**config.mk**
```make
export PLATFORM = sky130hd
export DESIGN_NAME = two_button_press_classifier_unit_flat
export DESIGN_NICKNAME = d
export VERILOG_FILES = /design/src/rtl/core/tbpc_pkg.sv /design/src/rtl/core/tbpc_if.sv /design/src/rtl/core/two_button_press_classifier_unit.sv /design/src/rtl/core/tbpc_lane.sv /design/src/rtl/core/tbpc_merge.sv /design/src/flat_wrapper.sv
export SDC_FILE = /design/constraint.sdc
export NUM_CORES = 1
export LEC_CHECK = 0
export ABC_CLOCK_PERIOD_IN_PS = 8300
export BUFFER_PORTS_ARGS = -buffer_cell sky130_fd_sc_hd__buf_2
export CELL_PAD_IN_SITES_DETAIL_PLACEMENT = 1
export CELL_PAD_IN_SITES_GLOBAL_PLACEMENT = 2
export CORE_UTILIZATION = 40
export DETAILED_ROUTE_END_ITERATION = 6
export GPL_TIMING_DRIVEN = 0
export HOLD_SLACK_MARGIN = 0.02
export MAX_ROUTING_LAYER = met4
export PLACE_DENSITY = 0.87
export SETUP_SLACK_MARGIN = 0.2
export SYNTH_ARGS = -nofsm -noshare
export SYNTH_HDL_FRONTEND = slang
export SYNTH_SLANG_ARGS = --single-unit
```
**constraint.sdc**
```tcl
create_clock -name i_clk -period 8.3 [get_ports i_clk]
set_input_delay 2.49 -clock i_clk [delete_from_list [all_inputs] [get_ports i_clk]]
set_output_delay 2.49 -clock i_clk [all_outputs]
set_load 0.02 [all_outputs]
```
**src/rtl/core/tbpc_pkg.sv**
```systemverilog
package tbpc_pkg;

    localparam int NUM_BUTTONS = 2;
    localparam int HOLD_WIDTH  = 20;
    localparam int DBC_W       = 8;
    localparam int LONG_W      = 20;
    localparam int CFG_DATA_W  = 20;
    localparam int CFG_IDX_W   = 1;
    localparam int CMP_W       = (HOLD_WIDTH > LONG_W) ? HOLD_WIDTH : LONG_W;

    localparam logic [HOLD_WIDTH-1:0] HOLD_MAX = {HOLD_WIDTH{1'b1}};

    localparam logic [DBC_W-1:0]  DEBOUNCE_RESET = DBC_W'(30);
    localparam logic [LONG_W-1:0] LONG_RESET     = LONG_W'(3000);

    // register indexes
    localparam logic [CFG_IDX_W-1:0] REG_DEBOUNCE = 1'b0;
    localparam logic [CFG_IDX_W-1:0] REG_LONG     = 1'b1;

    // per-button mode
    localparam logic [1:0] MODE_IDLE     = 2'd0;
    localparam logic [1:0] MODE_DEBOUNCE = 2'd1;
    localparam logic [1:0] MODE_HELD     = 2'd2;

    // reported status
    localparam logic [1:0] ST_IDLE     = 2'd0;
    localparam logic [1:0] ST_FIRST    = 2'd1;
    localparam logic [1:0] ST_HELD     = 2'd2;
    localparam logic [1:0] ST_RELEASED = 2'd3;

    // reported event
    localparam logic [1:0] EV_NONE  = 2'd0;
    localparam logic [1:0] EV_SHORT = 2'd1;
    localparam logic [1:0] EV_LONG  = 2'd2;

    typedef struct packed {
        logic [DBC_W-1:0]  debounce_ticks;
        logic [LONG_W-1:0] long_press_ticks;
    } t_cfg;

    typedef struct packed {
        logic [1:0] status;
        logic [1:0] event_code;
    } t_lane_res;

endpackage

```
**src/rtl/core/tbpc_if.sv**
```systemverilog
interface tbpc_in_if;
    logic valid;
    logic ready;
    logic button_one_pin;
    logic button_two_pin;

    modport source (output valid, output button_one_pin, output button_two_pin, input ready);
    modport sink   (input valid, input button_one_pin, input button_two_pin, output ready);
endinterface

interface tbpc_out_if;
    logic       valid;
    logic       ready;
    logic [1:0] button_one_status;
    logic [1:0] button_one_event;
    logic [1:0] button_two_status;
    logic [1:0] button_two_event;

    modport source (output valid, output button_one_status, output button_one_event,
                    output button_two_status, output button_two_event, input ready);
    modport sink   (input valid, input button_one_status, input button_one_event,
                    input button_two_status, input button_two_event, output ready);
endinterface

```
**src/rtl/core/two_button_press_classifier_unit.sv**
```systemverilog
// Two-button press classifier. Each request is one sample of two active-low
// button pins; each request yields one result with a status and an event per
// button. One request is taken every clock while the skid is empty; its
// result goes to the output register, or to the skid while the output stalls.
// The rate is set by the per-button lane, which updates its mode, debounce
// counter and saturating hold counter, and a two-entry output stage (register
// plus skid) keeps input flowing while a result waits. Write debounce_ticks
// (index 0) and long_press_ticks (index 1) only while no request is in flight.
module two_button_press_classifier_unit (
    input  logic                                i_clk,
    input  logic                                i_rst_n,
    input  logic                                i_cfg_we,
    input  logic [tbpc_pkg::CFG_IDX_W-1:0]      i_cfg_idx,
    input  logic [tbpc_pkg::CFG_DATA_W-1:0]     i_cfg_data,
    tbpc_in_if.sink                             i_in,
    tbpc_out_if.source                          o_out
);
    import tbpc_pkg::*;

    t_cfg      r_cfg;
    t_lane_res lane_res [NUM_BUTTONS];
    logic      pins [NUM_BUTTONS];
    logic      ready;
    logic      take;

    assign pins[0]    = i_in.button_one_pin;
    assign pins[1]    = i_in.button_two_pin;
    assign i_in.ready = ready;
    assign take       = i_in.valid & ready;

    always_ff @(posedge i_clk) begin
        if (!i_rst_n) begin
            r_cfg.debounce_ticks   <= DEBOUNCE_RESET;
            r_cfg.long_press_ticks <= LONG_RESET;
        end else if (i_cfg_we) begin
            unique case (i_cfg_idx)
                REG_DEBOUNCE: r_cfg.debounce_ticks   <= i_cfg_data[DBC_W-1:0];
                REG_LONG:     r_cfg.long_press_ticks <= i_cfg_data[LONG_W-1:0];
                default: ;
            endcase
        end
    end

    for (genvar g = 0; g < NUM_BUTTONS; g++) begin : g_lane
        tbpc_lane u_lane (
            .i_clk   (i_clk),
            .i_rst_n (i_rst_n),
            .i_adv   (take),
            .i_pin   (pins[g]),
            .i_cfg   (r_cfg),
            .o_res   (lane_res[g])
        );
    end

    tbpc_merge u_merge (
        .i_clk   (i_clk),
        .i_rst_n (i_rst_n),
        .i_take  (take),
        .i_res   (lane_res),
        .o_ready (ready),
        .o_out   (o_out)
    );

endmodule

```
**src/rtl/core/tbpc_lane.sv**
```systemverilog
module tbpc_lane (
    input  logic               i_clk,
    input  logic               i_rst_n,
    input  logic               i_adv,
    input  logic               i_pin,
    input  tbpc_pkg::t_cfg     i_cfg,
    output tbpc_pkg::t_lane_res o_res
);
    import tbpc_pkg::*;

    logic [1:0]            r_mode, n_mode;
    logic [DBC_W-1:0]      r_dbc, n_dbc;
    logic [HOLD_WIDTH-1:0] r_hold, n_hold;
    logic [HOLD_WIDTH-1:0] hold_inc;
    logic                  pin_low;

    assign pin_low  = ~i_pin;
    assign hold_inc = (r_hold != HOLD_MAX) ? r_hold + HOLD_WIDTH'(1) : r_hold;

    always_comb begin
        n_mode           = r_mode;
        n_dbc            = r_dbc;
        n_hold           = r_hold;
        o_res.status     = ST_IDLE;
        o_res.event_code = EV_NONE;
        unique case (r_mode)
            MODE_DEBOUNCE: begin
                if (r_dbc > DBC_W'(1)) begin
                    n_dbc = r_dbc - DBC_W'(1);
                end else begin
                    n_dbc = '0;
                    if (pin_low) begin
                        n_mode       = MODE_HELD;
                        n_hold       = '0;
                        o_res.status = ST_FIRST;
                    end else begin
                        n_mode = MODE_IDLE;
                    end
                end
            end
            MODE_HELD: begin
                n_hold = hold_inc;
                if (pin_low) begin
                    o_res.status = ST_HELD;
                end else begin
                    o_res.status     = ST_RELEASED;
                    o_res.event_code = (CMP_W'(hold_inc) > CMP_W'(i_cfg.long_press_ticks))
                                       ? EV_LONG : EV_SHORT;
                    n_mode           = MODE_IDLE;
                end
            end
            default: begin
                n_mode = MODE_IDLE;
                if (pin_low) begin
                    if (i_cfg.debounce_ticks == '0) begin
                        // zero debounce: confirm on the press sample itself
                        n_dbc        = '0;
                        n_mode       = MODE_HELD;
                        n_hold       = '0;
                        o_res.status = ST_FIRST;
                    end else begin
                        n_mode = MODE_DEBOUNCE;
                        n_dbc  = i_cfg.debounce_ticks;
                    end
                end
            end
        endcase
    end

    always_ff @(posedge i_clk) begin
        if (!i_rst_n) begin
            r_mode <= MODE_IDLE;
            r_dbc  <= '0;
            r_hold <= '0;
        end else if (i_adv) begin
            r_mode <= n_mode;
            r_dbc  <= n_dbc;
            r_hold <= n_hold;
        end
    end

    a_release_event: assert property (@(posedge i_clk) disable iff (!i_rst_n)
        (o_res.status == ST_RELEASED) == (o_res.event_code != EV_NONE))
        else $error("event without release or release without event");

    a_event_from_held: assert property (@(posedge i_clk) disable iff (!i_rst_n)
        (o_res.event_code != EV_NONE) |-> (r_mode == MODE_HELD))
        else $error("event reported outside held mode");

    a_debounce_countdown: assert property (@(posedge i_clk) disable iff (!i_rst_n)
        (i_adv && r_mode == MODE_DEBOUNCE && r_dbc > DBC_W'(1)) |=>
        (r_mode == MODE_DEBOUNCE && r_dbc == $past(r_dbc) - DBC_W'(1)))
        else $error("debounce countdown did not advance");

endmodule

```
**src/rtl/core/tbpc_merge.sv**
```systemverilog
module tbpc_merge (
    input  logic                i_clk,
    input  logic                i_rst_n,
    input  logic                i_take,
    input  tbpc_pkg::t_lane_res i_res [tbpc_pkg::NUM_BUTTONS],
    output logic                o_ready,
    tbpc_out_if.source          o_out
);
    import tbpc_pkg::*;

    typedef struct packed {
        t_lane_res one;
        t_lane_res two;
    } t_result;

    t_result r_out, r_skid, in_word;
    logic    r_valid, r_skid_valid;

    assign in_word.one = i_res[0];
    assign in_word.two = i_res[1];
    assign o_ready     = ~r_skid_valid;

    always_ff @(posedge i_clk) begin
        if (!i_rst_n) begin
            r_valid      <= 1'b0;
            r_skid_valid <= 1'b0;
        end else if (!r_valid || o_out.ready) begin
            // output register moves: drain skid first
            if (r_skid_valid) begin
                r_valid      <= 1'b1;
                r_skid_valid <= 1'b0;
            end else begin
                r_valid <= i_take;
            end
        end else if (i_take) begin
            r_skid_valid <= 1'b1;
        end
    end

    always_ff @(posedge i_clk) begin
        if (!r_valid || o_out.ready) begin
            r_out <= r_skid_valid ? r_skid : in_word;
        end else if (i_take) begin
            r_skid <= in_word;
        end
    end

    assign o_out.valid             = r_valid;
    assign o_out.button_one_status = r_out.one.status;
    assign o_out.button_one_event  = r_out.one.event_code;
    assign o_out.button_two_status = r_out.two.status;
    assign o_out.button_two_event  = r_out.two.event_code;

    a_skid_behind_out: assert property (@(posedge i_clk) disable iff (!i_rst_n)
        r_skid_valid |-> r_valid)
        else $error("skid holds a request while output is empty");

    a_no_take_when_full: assert property (@(posedge i_clk) disable iff (!i_rst_n)
        r_skid_valid |-> !i_take)
        else $error("request taken with skid full");

endmodule
```
**src/flat_wrapper.sv**
```systemverilog
// flat-port wrapper written by rule: the top's interface ports become plain ports
module two_button_press_classifier_unit_flat import tbpc_pkg::*;
  (i_clk, i_rst_n, i_cfg_we, i_cfg_idx, i_cfg_data, i_in_valid, i_in_button_one_pin, i_in_button_two_pin, i_in_ready, o_out_valid, o_out_button_one_status, o_out_button_one_event, o_out_button_two_status, o_out_button_two_event, o_out_ready);
  tbpc_in_if i_in_i ();
  tbpc_out_if o_out_i ();
  input  logic i_clk;
  input  logic i_rst_n;
  input  logic i_cfg_we;
  input  logic [tbpc_pkg::CFG_IDX_W-1:0] i_cfg_idx;
  input  logic [tbpc_pkg::CFG_DATA_W-1:0] i_cfg_data;
  input wire logic [$bits(i_in_i.valid)-1:0] i_in_valid;
  input wire logic [$bits(i_in_i.button_one_pin)-1:0] i_in_button_one_pin;
  input wire logic [$bits(i_in_i.button_two_pin)-1:0] i_in_button_two_pin;
  output wire logic [$bits(i_in_i.ready)-1:0] i_in_ready;
  output wire logic [$bits(o_out_i.valid)-1:0] o_out_valid;
  output wire logic [$bits(o_out_i.button_one_status)-1:0] o_out_button_one_status;
  output wire logic [$bits(o_out_i.button_one_event)-1:0] o_out_button_one_event;
  output wire logic [$bits(o_out_i.button_two_status)-1:0] o_out_button_two_status;
  output wire logic [$bits(o_out_i.button_two_event)-1:0] o_out_button_two_event;
  input wire logic [$bits(o_out_i.ready)-1:0] o_out_ready;
  assign i_in_i.valid = i_in_valid;
  assign i_in_i.button_one_pin = i_in_button_one_pin;
  assign i_in_i.button_two_pin = i_in_button_two_pin;
  assign i_in_ready = i_in_i.ready;
  assign o_out_valid = o_out_i.valid;
  assign o_out_button_one_status = o_out_i.button_one_status;
  assign o_out_button_one_event = o_out_i.button_one_event;
  assign o_out_button_two_status = o_out_i.button_two_status;
  assign o_out_button_two_event = o_out_i.button_two_event;
  assign o_out_i.ready = o_out_ready;
  two_button_press_classifier_unit u_core (.i_clk(i_clk), .i_rst_n(i_rst_n), .i_cfg_we(i_cfg_we), .i_cfg_idx(i_cfg_idx), .i_cfg_data(i_cfg_data), .i_in(i_in_i), .o_out(o_out_i));
endmodule
```
# Word-level counts from Yosys, hierarchy flattened
# Cells that the tools add are included.
# totals
ff_bits,106
latch_bits,0
ramBits,0
mem_bits_ro,0
in_bits,28
output_inout_bits,10
mem_count,0
# classes
add_sub_neg,4
n_mul,0
n_div,0
n_lt_le_gt_ge,4
n_eq_ne,16
shifts,0
n_mux,48
bitwise_logic,7
n_reduce_logical,15
# ops
operator,count
20-bit two-way mux,9
20-bit case mux with 2 select lines,2
8-bit two-way mux,6
"20-bit by 1-bit adder with 20-bit output, second input constant",2
20-bit > comparator,2
"20-bit inequality test, second input constant",2
8-bit case mux with 2 select lines,2
2-bit two-way mux,15
"8-bit by 1-bit > comparator with 1-bit output, second input constant",2
2-bit case mux with 2 select lines,4
"8-bit by 1-bit subtractor with 8-bit output, second input constant",2
"2-bit inequality test, second input constant",6
3-bit AND reduction,4
1-bit two-way mux,10
5-bit AND reduction,2
8-bit logical NOT,1
"2-bit by 1-bit inequality test with 1-bit output, second input constant",4
1-bit NOT,6
2-bit AND reduction,3
3-bit nonzero test,2
"2-bit by 1-bit equality test with 1-bit output, second input constant",2
"2-bit equality test, second input constant",2
2-bit OR reduction,1
1-bit bitwise AND,1
other kinds (2),2

# Logic depth before layout (Yosys ltp)
# Gate-level depths: netlist of the first run.
# logic_depth
ltp_word,7
ltp_mapped,13
ltp_nobuf,12

# By module
# Synthesis of the first run repeated with hierarchy kept, for this count alone.
# hier_totals
cells_unflattened,840
area_unflattened_um2,7144.4
# modules_own_cells
module,n_inst,cells_per_inst,area_each_um2,seq_area_each_um2
tbpc_lane at u_core.g_lane[1].u_lane,1,346,2735.1,600.6
tbpc_lane at u_core.g_lane[0].u_lane,1,334,2595.0,600.6
two_button_press_classifier_unit,1,126,1113.6,560.5
tbpc_merge,1,34,700.7,520.5

# Worst setup path after synthesis of the first run
# Ideal clock, no wire load.
# synth_path
path_kind,input port to flip-flop
startpoint,input i_in_button_one_pin
endpoint,register u_core.g_lane[0].u_lane.r_hold[5]
setup_ns,0.122
t_arrival_ns,3.943
t_required_ns,8.178
path_slack_ns,4.235
path_stages,5
n_path_buf,2
path_cell_list,clkbuf_1 o41a_1 o41a_1 buf_2 a221o_1
# synth_between
elab_chain_cells,2
elab_cells_between_ends,3
cone_classes,eq/ne (2); reduce/logical (1)
# synth_rtl
element,line,source
start: declaration,flat_wrapper.sv:12,input wire logic [$bits(i_in_i.button_one_pin)-1:0] i_in_button_one_pin;
2-bit inequality test (no line) or 2-bit by 1-bit inequality test with 1-bit output (tied branches),n/a,
5-bit AND reduction (no line) *,n/a,
end signal: assignment,tbpc_lane.sv:78,r_hold <= n_hold;
end: declaration,tbpc_lane.sv:13,"logic [HOLD_WIDTH-1:0] r_hold, n_hold;"
# Every way passes the cells marked *; elsewhere a longest branch is shown, timed or not.
# A chain may end at the register's enable or synchronous reset.

# Worst setup path in the final report of the first run
# layout_path
startpoint,register u_core.g_lane[0].u_lane.r_hold[8]
endpoint,register u_core.u_merge.r_out (netlist bit u_core.u_merge.o_out.button_one_event[1]) (data pin)
# layout_between
elab_chain_cells,7
elab_cells_between_ends,8
cone_classes,add/sub (1); order compare (1); eq/ne (1); mux (5)
# layout_rtl
element,line,source
20-bit by 1-bit adder with 20-bit output or 20-bit inequality test (tied branches),tbpc_lane.sv:18,assign hold_inc = (r_hold != HOLD_MAX) ? r_hold + HOLD_WIDTH'(1) : r_hold;
20-bit two-way mux *,tbpc_lane.sv:18,
20-bit > comparator *,tbpc_lane.sv:47,o_res.event_code = (CMP_W'(hold_inc) > CMP_W'(i_cfg.long_press_ticks))
2-bit two-way mux *,tbpc_lane.sv:48,? EV_LONG : EV_SHORT;
2-bit two-way mux *,tbpc_lane.sv:43,if (pin_low) begin
2-bit two-way mux *,tbpc_lane.sv:26,unique case (r_mode)
8-bit two-way mux *,tbpc_merge.sv:42,r_out <= r_skid_valid ? r_skid : in_word;
end signal: assignment,tbpc_merge.sv:42,
end: declaration,tbpc_merge.sv:16,"t_result r_out, r_skid, in_word;"
# Marks and branches as above.

==> run metrics, run 1 <==
Reg clk slew, reported paths 0.07 ns; number of enable flip-flop cells after synthesis 16; final slew viol count 0; number of post-CTS setup repair buffers 0; maximum capacitance violations 0; multiplexer fraction of the synthesized cell area 0.0130; Adder-Cell Fraction of Synth Area 0.0916; path type of the worst min-delay path reg -> reg; first-pass GRT wire length 35800 µm; number of buffers between clock root and the deepest sink 2; maximum clock rate 0.222 GHz; largest net degree at the start of global routing 19; post-synth net total 928; total clock buffers created by CTS 9; crit path launch type flip-flop; Lkg Pwr 0.00292 µW; via count of the first global-routing pass 6714; synthesis-to-finish area growth 10.6%; highest ir drop seen on vdd 94.9 µV; Via Count 6652; simple logic cell fraction of the synthesized area 0.228; synthesized-area fraction occupied by xor and xnor cells 0.0359; part of the Yosys area used for sequential elements 0.334; multi-input combinational cell area 4160 µm²; initial core utilization 0.410; Die Span Y 133 µm; total power divided by cell area 149 nW/µm²; Cell Chain, Critical Path clkbuf_1 > nand4_1 > nor4_1 > nand3_1 > mux2_2 > ha_1 > nand4_1 > nor4_1 > a21boi_0 > a22o_1 > a21o_1; run status finished, final reports clean; # port buffers 35; final estimated routing congestion in global placement 0.851; die boundary width 133 µm; Final setup viols 0; H-tree depth 3; post-synthesis compound-gate area fraction 0.241; total of flip-flops plus latches after synthesis 106; combined area of all synthesized cells 6830 µm²; critical path required time 8.41 ns; All-Layer GR Usage 0.268; fillcell total 2058; DRC errors left 0; unrepaired setup endpoints after global routing false; ratio of cells with drive above 1 in the final layout 0.0788; DRT Wirelength 22300 µm; share of the clock period used by the worst path after layout 0.543; clock tree root buffer cell sky130_fd_sc_hd__clkbuf_16; total negative slack 0 ns; number of top-level pins 38; die area 17600 µm²; Critical Path Sink Type flip-flop; antenna cell count 0; Layout Nets 974; Max Clock Skew 0.00982 ns; Final Critical Period 4.51 ns; library cells used by synthesis 65; worst skew pair latency 0.36 ns; number of antenna violations at the first check in global routing 0; signal arrival time at the worst endpoint between 4 and 5 ns; Std-Cell Core Area 16600 µm²; standard-cell row count 47; Resized cells post-CTS 0; sink count of the clock tree 106; dominant combinational cell family by area after synthesis compound AO/OA/AOI/OAI gates; worst slew margin relative to its limit 0.399; slowest stage cell, crit path sky130_fd_sc_hd__nor4_1; CTS tree built; estimated wirelength of the detail-placed design about 17000 µm; share of the core filled with cells in the final layout 0.454; starting DRC count in detailed routing 358; worst path buffer plus inverter count 1; critical path start-end classification reg -> reg; Cells after Synth 850; hold slack 0.462 ns; Overflow after GRT 0; Crit path max-delay family simple AND/OR/NAND/NOR gates; number of hold-repair buffers added at the cts stage 0; FF/Latch Area approximately 2300 µm²; Synth Flop Type sky130_fd_sc_hd__dfxtp_1; final antenna-violating net count 0; biggest fanout along the worst timing path 9; count of synthesis-stage warnings from yosys 0; post-DR vias/cell around 6; Post-Synthesis Mean Instance Area ~8.0 µm²; Detailed Routing Iterations Pass 1 4; slowest stage delay, CP 0.79 ns; Least-Margin Pin Slew 0.898 ns; share of synthesized registers carrying an async set or reset 0; number of hold violations in the final report 0; average wire per standard cell 19.9 µm
-- cell usage after synthesis, types with 11 or more instances --
cell type | count | area share
sky130_fd_sc_hd__ha_1 | 50 | 0.092
sky130_fd_sc_hd__nand4_1 | 25 | 0.023
sky130_fd_sc_hd__a31oi_1 | 11 | 0.010
sky130_fd_sc_hd__clkbuf_1 | 43 | 0.024
sky130_fd_sc_hd__inv_1 | 51 | 0.028
sky130_fd_sc_hd__nand2_1 | 112 | 0.062
sky130_fd_sc_hd__xnor2_1 | 19 | 0.024
sky130_fd_sc_hd__edfxtp_1 | 16 | 0.070
sky130_fd_sc_hd__nor2_1 | 42 | 0.023
sky130_fd_sc_hd__nor3_1 | 18 | 0.013
sky130_fd_sc_hd__a21oi_1 | 78 | 0.057
sky130_fd_sc_hd__nand3_1 | 24 | 0.018
sky130_fd_sc_hd__o21ai_0 | 43 | 0.032
sky130_fd_sc_hd__o211ai_1 | 15 | 0.016
sky130_fd_sc_hd__nor4_1 | 14 | 0.013
sky130_fd_sc_hd__dfxtp_1 | 90 | 0.26
sky130_fd_sc_hd__or3_1 | 14 | 0.013
-- metrics by stage --
stage                     instances  area, µm²  setup slack (ns)  total power [µW]
after floorplan                 850       6830              4.23               655
after global placement         1105       7280              3.83               697
after detailed placement       1105       7280              3.75               706
after CTS                      1121       7560              3.80              1130
after global routing           1121       7560              3.40              1170
final                          1121       7560              3.79              1120
-- registers in the layout (all words and copies together), names as in the netlist --
register,flops
u_core.u_merge.o_out.button_two_status,2
u_core.g_lane.u_lane.r_dbc,16
u_core.r_cfg,28
u_core.u_merge.r_skid,8
u_core.u_merge.o_out.valid,1
u_core.g_lane.u_lane.r_hold,40
u_core.u_merge.o_out.button_one_event,2
u_core.g_lane.u_lane.r_mode,4
u_core.u_merge.o_out.button_one_status,2
u_core.u_merge.o_out.button_two_event,2
u_core.u_merge.r_skid_valid,1
-- final cells by class --
type                            count  area share
Buffer                             50      0.0255
Clock buffer                        9      0.0298
Clock inverter                      7     0.00679
Inverter                           52      0.0258
Multi-Input combinational cell    642       0.550
Sequential cell                   106       0.302
Tap cell                          220      0.0364
Timing Repair Buffer               35      0.0232
-- placed cells by master (no fill, tap or decap), drive strengths merged, types with 4 or more instances in the layout --
master,Yosys,final
xnor2,19,19
or3,14,14
o21ai,45,45
inv,51,54
nor2,42,42
or4,8,8
mux2,7,7
a32o,4,4
a21o,7,7
a211o,4,4
o211ai,15,15
ha,50,50
nor2b,10,10
and3,8,8
o41ai,4,4
nand3,24,24
clkinv,1,4
a21oi,78,78
clkbuf,43,52
nand2,112,112
xor2,9,9
and2,7,7
o32ai,7,7
o21a,7,7
nand4,25,25
buf,7,42
edfxtp,16,16
nand2b,10,10
o221ai,4,4
o22ai,9,9
a31oi,11,11
a211oi,4,4
nor3,20,20
a22o,8,8
a41oi,4,4
a22oi,6,6
and4,6,6
nor4,14,14
dfxtp,90,90
-- power by group --
part / switching, µW / leakage, µW / internal [µW] / total [µW]
registers: 13.3 / 0.000904 / 536 / 550
logic: 97.8 / 0.00188 / 48.8 / 147
clock network: 219 / 0.000137 / 206 / 426
-- path summary, 6_finish.rpt --
path	cells after the start	startpoint	to	slack, ns
worst max-delay path	11	u_core.g_lane[0].u_lane.r_hold[8]$_SDFFE_PN0P_	u_core.u_merge.o_out.button_one_event[1]$_DFFE_PP_	3.79
worst min-delay path	2	u_core.r_cfg[10]$_SDFFE_PN0P_	u_core.r_cfg[10]$_SDFFE_PN0P_	0.46
worst max register to register	11	u_core.g_lane[0].u_lane.r_hold[8]$_SDFFE_PN0P_	u_core.u_merge.o_out.button_one_event[1]$_DFFE_PP_	3.79
worst min register to register	2	u_core.r_cfg[10]$_SDFFE_PN0P_	u_core.r_cfg[10]$_SDFFE_PN0P_	0.46
-- worst register-to-register path, cell delays in order, from the launching register on --
cell and delay [ns]:
sky130_fd_sc_hd__dfxtp_1 0.31, sky130_fd_sc_hd__clkbuf_1 0.36, sky130_fd_sc_hd__nand4_1 0.39, sky130_fd_sc_hd__nor4_1 0.64
sky130_fd_sc_hd__nand3_1 0.21, sky130_fd_sc_hd__mux2_2 0.33, sky130_fd_sc_hd__ha_1 0.32, sky130_fd_sc_hd__nand4_1 0.23
sky130_fd_sc_hd__nor4_1 0.79, sky130_fd_sc_hd__a21boi_0 0.28, sky130_fd_sc_hd__a22o_1 0.26, sky130_fd_sc_hd__a21o_1 0.16
-- routing by layer --
layer	GRT usage	vias to the layer above	part of all wire
met1	0.334	3320	0.46
li1	-	3219	-
met3	0.0245	14	0.023
met4	0.0728	0	0.011
met2	0.463	99	0.50
met5	-	-	0
-- cell families after synthesis --
group	count (synthesis)
simple gates	311
compound gates	245
flops	106
buf+inv	102
fa+ha+maj	50
xor+xnor	28
mux	8
Note: power is estimated with default switching activity, not from simulation.
==> run 2, diff against run 1 <==
- ABC_CLOCK_PERIOD_IN_PS: 8300 -> 4550
- CORE_UTILIZATION: 40 -> 37
- PLACE_DENSITY: 0.87 -> 0.82
- clock period: 8.3 -> 4.55 ns (I/O delays scaled with it)
==> run metrics, run 2 (synthesized netlist as in run 1, its figures left out) <==
number of top-level pins 38; worst skew pair latency ~0.37 ns; DRC errors left 0; biggest fanout along the worst timing path 9; Largest regs u_core.g_lane.u_lane.r_hold x40, u_core.r_cfg x28, u_core.g_lane.u_lane.r_dbc x16; Least-Margin Pin Slew 0.864 ns; standard-cell row count a little under 50; total negative slack 0 ns; commonest non-fill, non-tap cell in the layout sky130_fd_sc_hd__nand2_1; path type of the worst min-delay path reg -> reg; cell area reported after detailed placement 7290 µm²; total power divided by cell area 269 nW/µm²; maximum capacitance violations 0; worst slew margin relative to its limit 0.422; Max Clock Skew 0.00506 ns; multi-input combinational cell area 4170 µm²; number of antenna violations at the first check in global routing 0; Std-Cell Core Area 18000 µm²; via count of the first global-routing pass between 6000 and 7000; critical path required time 4.68 ns; CTS tree built; register bank with the most flops u_core.g_lane.u_lane.r_hold; post-DR vias/cell 5.87; die boundary width 138 µm; Detailed Routing Iterations Pass 1 4; number of hold-repair buffers added at the cts stage 0; # port buffers 35; ratio of cells with drive above 1 in the final layout 0.0799; flip-flop count of the largest register after layout 40; number of hold violations in the final report 0; largest net degree at the start of global routing 19; Critical Path Sink Type flip-flop; Lkg Pwr 0.00291 µW; Via Count roughly 6600; antenna cell count 0; Resized cells post-CTS 1; Reg clk slew, reported paths about 0.080 ns; cell area after layout 7580 µm²; Layout Nets 974; first-pass GRT wire length 35500 µm; initial core utilization 0.379; clock tree root buffer cell sky130_fd_sc_hd__clkbuf_16; final antenna-violating net count 0; share of the clock period used by the worst path after layout 0.901; DRT Wirelength 22400 µm; H-tree depth 3; maximum clock rate 0.244 GHz; number of buffers between clock root and the deepest sink 2; total clock buffers created by CTS 9; Final setup viols 0; sink count of the clock tree 106; Final Critical Period 4.10 ns; starting DRC count in detailed routing 279; highest ir drop seen on vdd 227 µV; unrepaired setup endpoints after global routing false; synthesis-to-finish area growth 11.0%; All-Layer GR Usage 0.254; run status finished, final reports clean; final slew viol count 0; overall power after layout roughly 2000 µW; average wire per standard cell 19.8 µm; Overflow after GRT 0; most frequent cells in the layout sky130_fd_sc_hd__nand2_1 (112), sky130_fd_sc_hd__dfxtp_1 (90), sky130_fd_sc_hd__a21oi_1 (78), sky130_fd_sc_hd__inv_1 (51), sky130_fd_sc_hd__ha_1 (50); FF/Latch Area ~2300 µm²; fillcell total 2213; Die Span Y 138 µm; critical path start-end classification reg -> reg; crit path launch type flip-flop; signal arrival time at the worst endpoint 4.23 ns; estimated wirelength of the detail-placed design between 15000 and 20000 µm; number of post-CTS setup repair buffers 0; die area 19000 µm²; final estimated routing congestion in global placement 0.866
run 2: final cells by class:
type / instances / area share
multi-input cells: 642 / 0.550
flip-flops and latches: 106 / 0.301
well taps: 229 / 0.0378
clock buffers: 9 / 0.0297
inverters: 52 / 0.0257
plain buffers: 50 / 0.0254
repair buffers: 35 / 0.0231
clock inverters: 7 / 0.00693
run 2: metal layers:
metal  share of wire  up-vias  GRT usage
met3           0.031       27     0.0442
met5               0        -          -
met2            0.50       89      0.434
met4           0.015        0     0.0688
met1            0.46     3292      0.305
li1                -     3230          -
run 2: worst paths after layout:
kind	from	endpoint	slack, ns	cells after the start
worst max-delay path	u_core.g_lane[0].u_lane.r_hold[8]$_SDFFE_PN0P_	u_core.u_merge.o_out.button_one_event[1]$_DFFE_PP_	0.45	11
worst min-delay path	u_core.r_cfg[12]$_SDFFE_PN0P_	u_core.r_cfg[12]$_SDFFE_PN0P_	0.46	2
worst max register to register	u_core.g_lane[0].u_lane.r_hold[8]$_SDFFE_PN0P_	u_core.u_merge.o_out.button_one_event[1]$_DFFE_PP_	0.45	11
worst min register to register	u_core.r_cfg[12]$_SDFFE_PN0P_	u_core.r_cfg[12]$_SDFFE_PN0P_	0.46	2
run 2: metrics by stage:
stage	cells	worst slack, ns	hold slack (ns)	util
finish	1130	0.448	0.460	0.421
global placement	1114	0.218	0.442	0.405
global route	1130	0.201	0.476	0.421
detailed placement	1114	0.0672	0.452	0.405
CTS	1130	0.270	0.463	0.420
floorplan	850	1.10	0.433	-
run 2: power breakdown:
| part | leakage (µW) | switching (µW) | total (µW) | internal, µW |
|---|---|---|---|---|
| Sequential | 0.000904 | 24.3 | 1000 | 979 |
| Clock | 0.000127 | 396 | 773 | 376 |
| Combinational | 0.00188 | 177 | 266 | 89.0 |
| Total | 0.00291 | 598 | 2040 | 1440 |
run 2: critical path, cell delays in order (launching register included):
cell and delay [ns]:
sky130_fd_sc_hd__dfxtp_1 0.33, sky130_fd_sc_hd__clkbuf_1 0.34, sky130_fd_sc_hd__nand4_1 0.42, sky130_fd_sc_hd__nor4_2 0.49
sky130_fd_sc_hd__nand3_1 0.17, sky130_fd_sc_hd__mux2_2 0.34, sky130_fd_sc_hd__ha_1 0.33, sky130_fd_sc_hd__nand4_1 0.26
sky130_fd_sc_hd__nor4_2 0.58, sky130_fd_sc_hd__a21boi_0 0.23, sky130_fd_sc_hd__a22o_1 0.24, sky130_fd_sc_hd__a21o_1 0.14
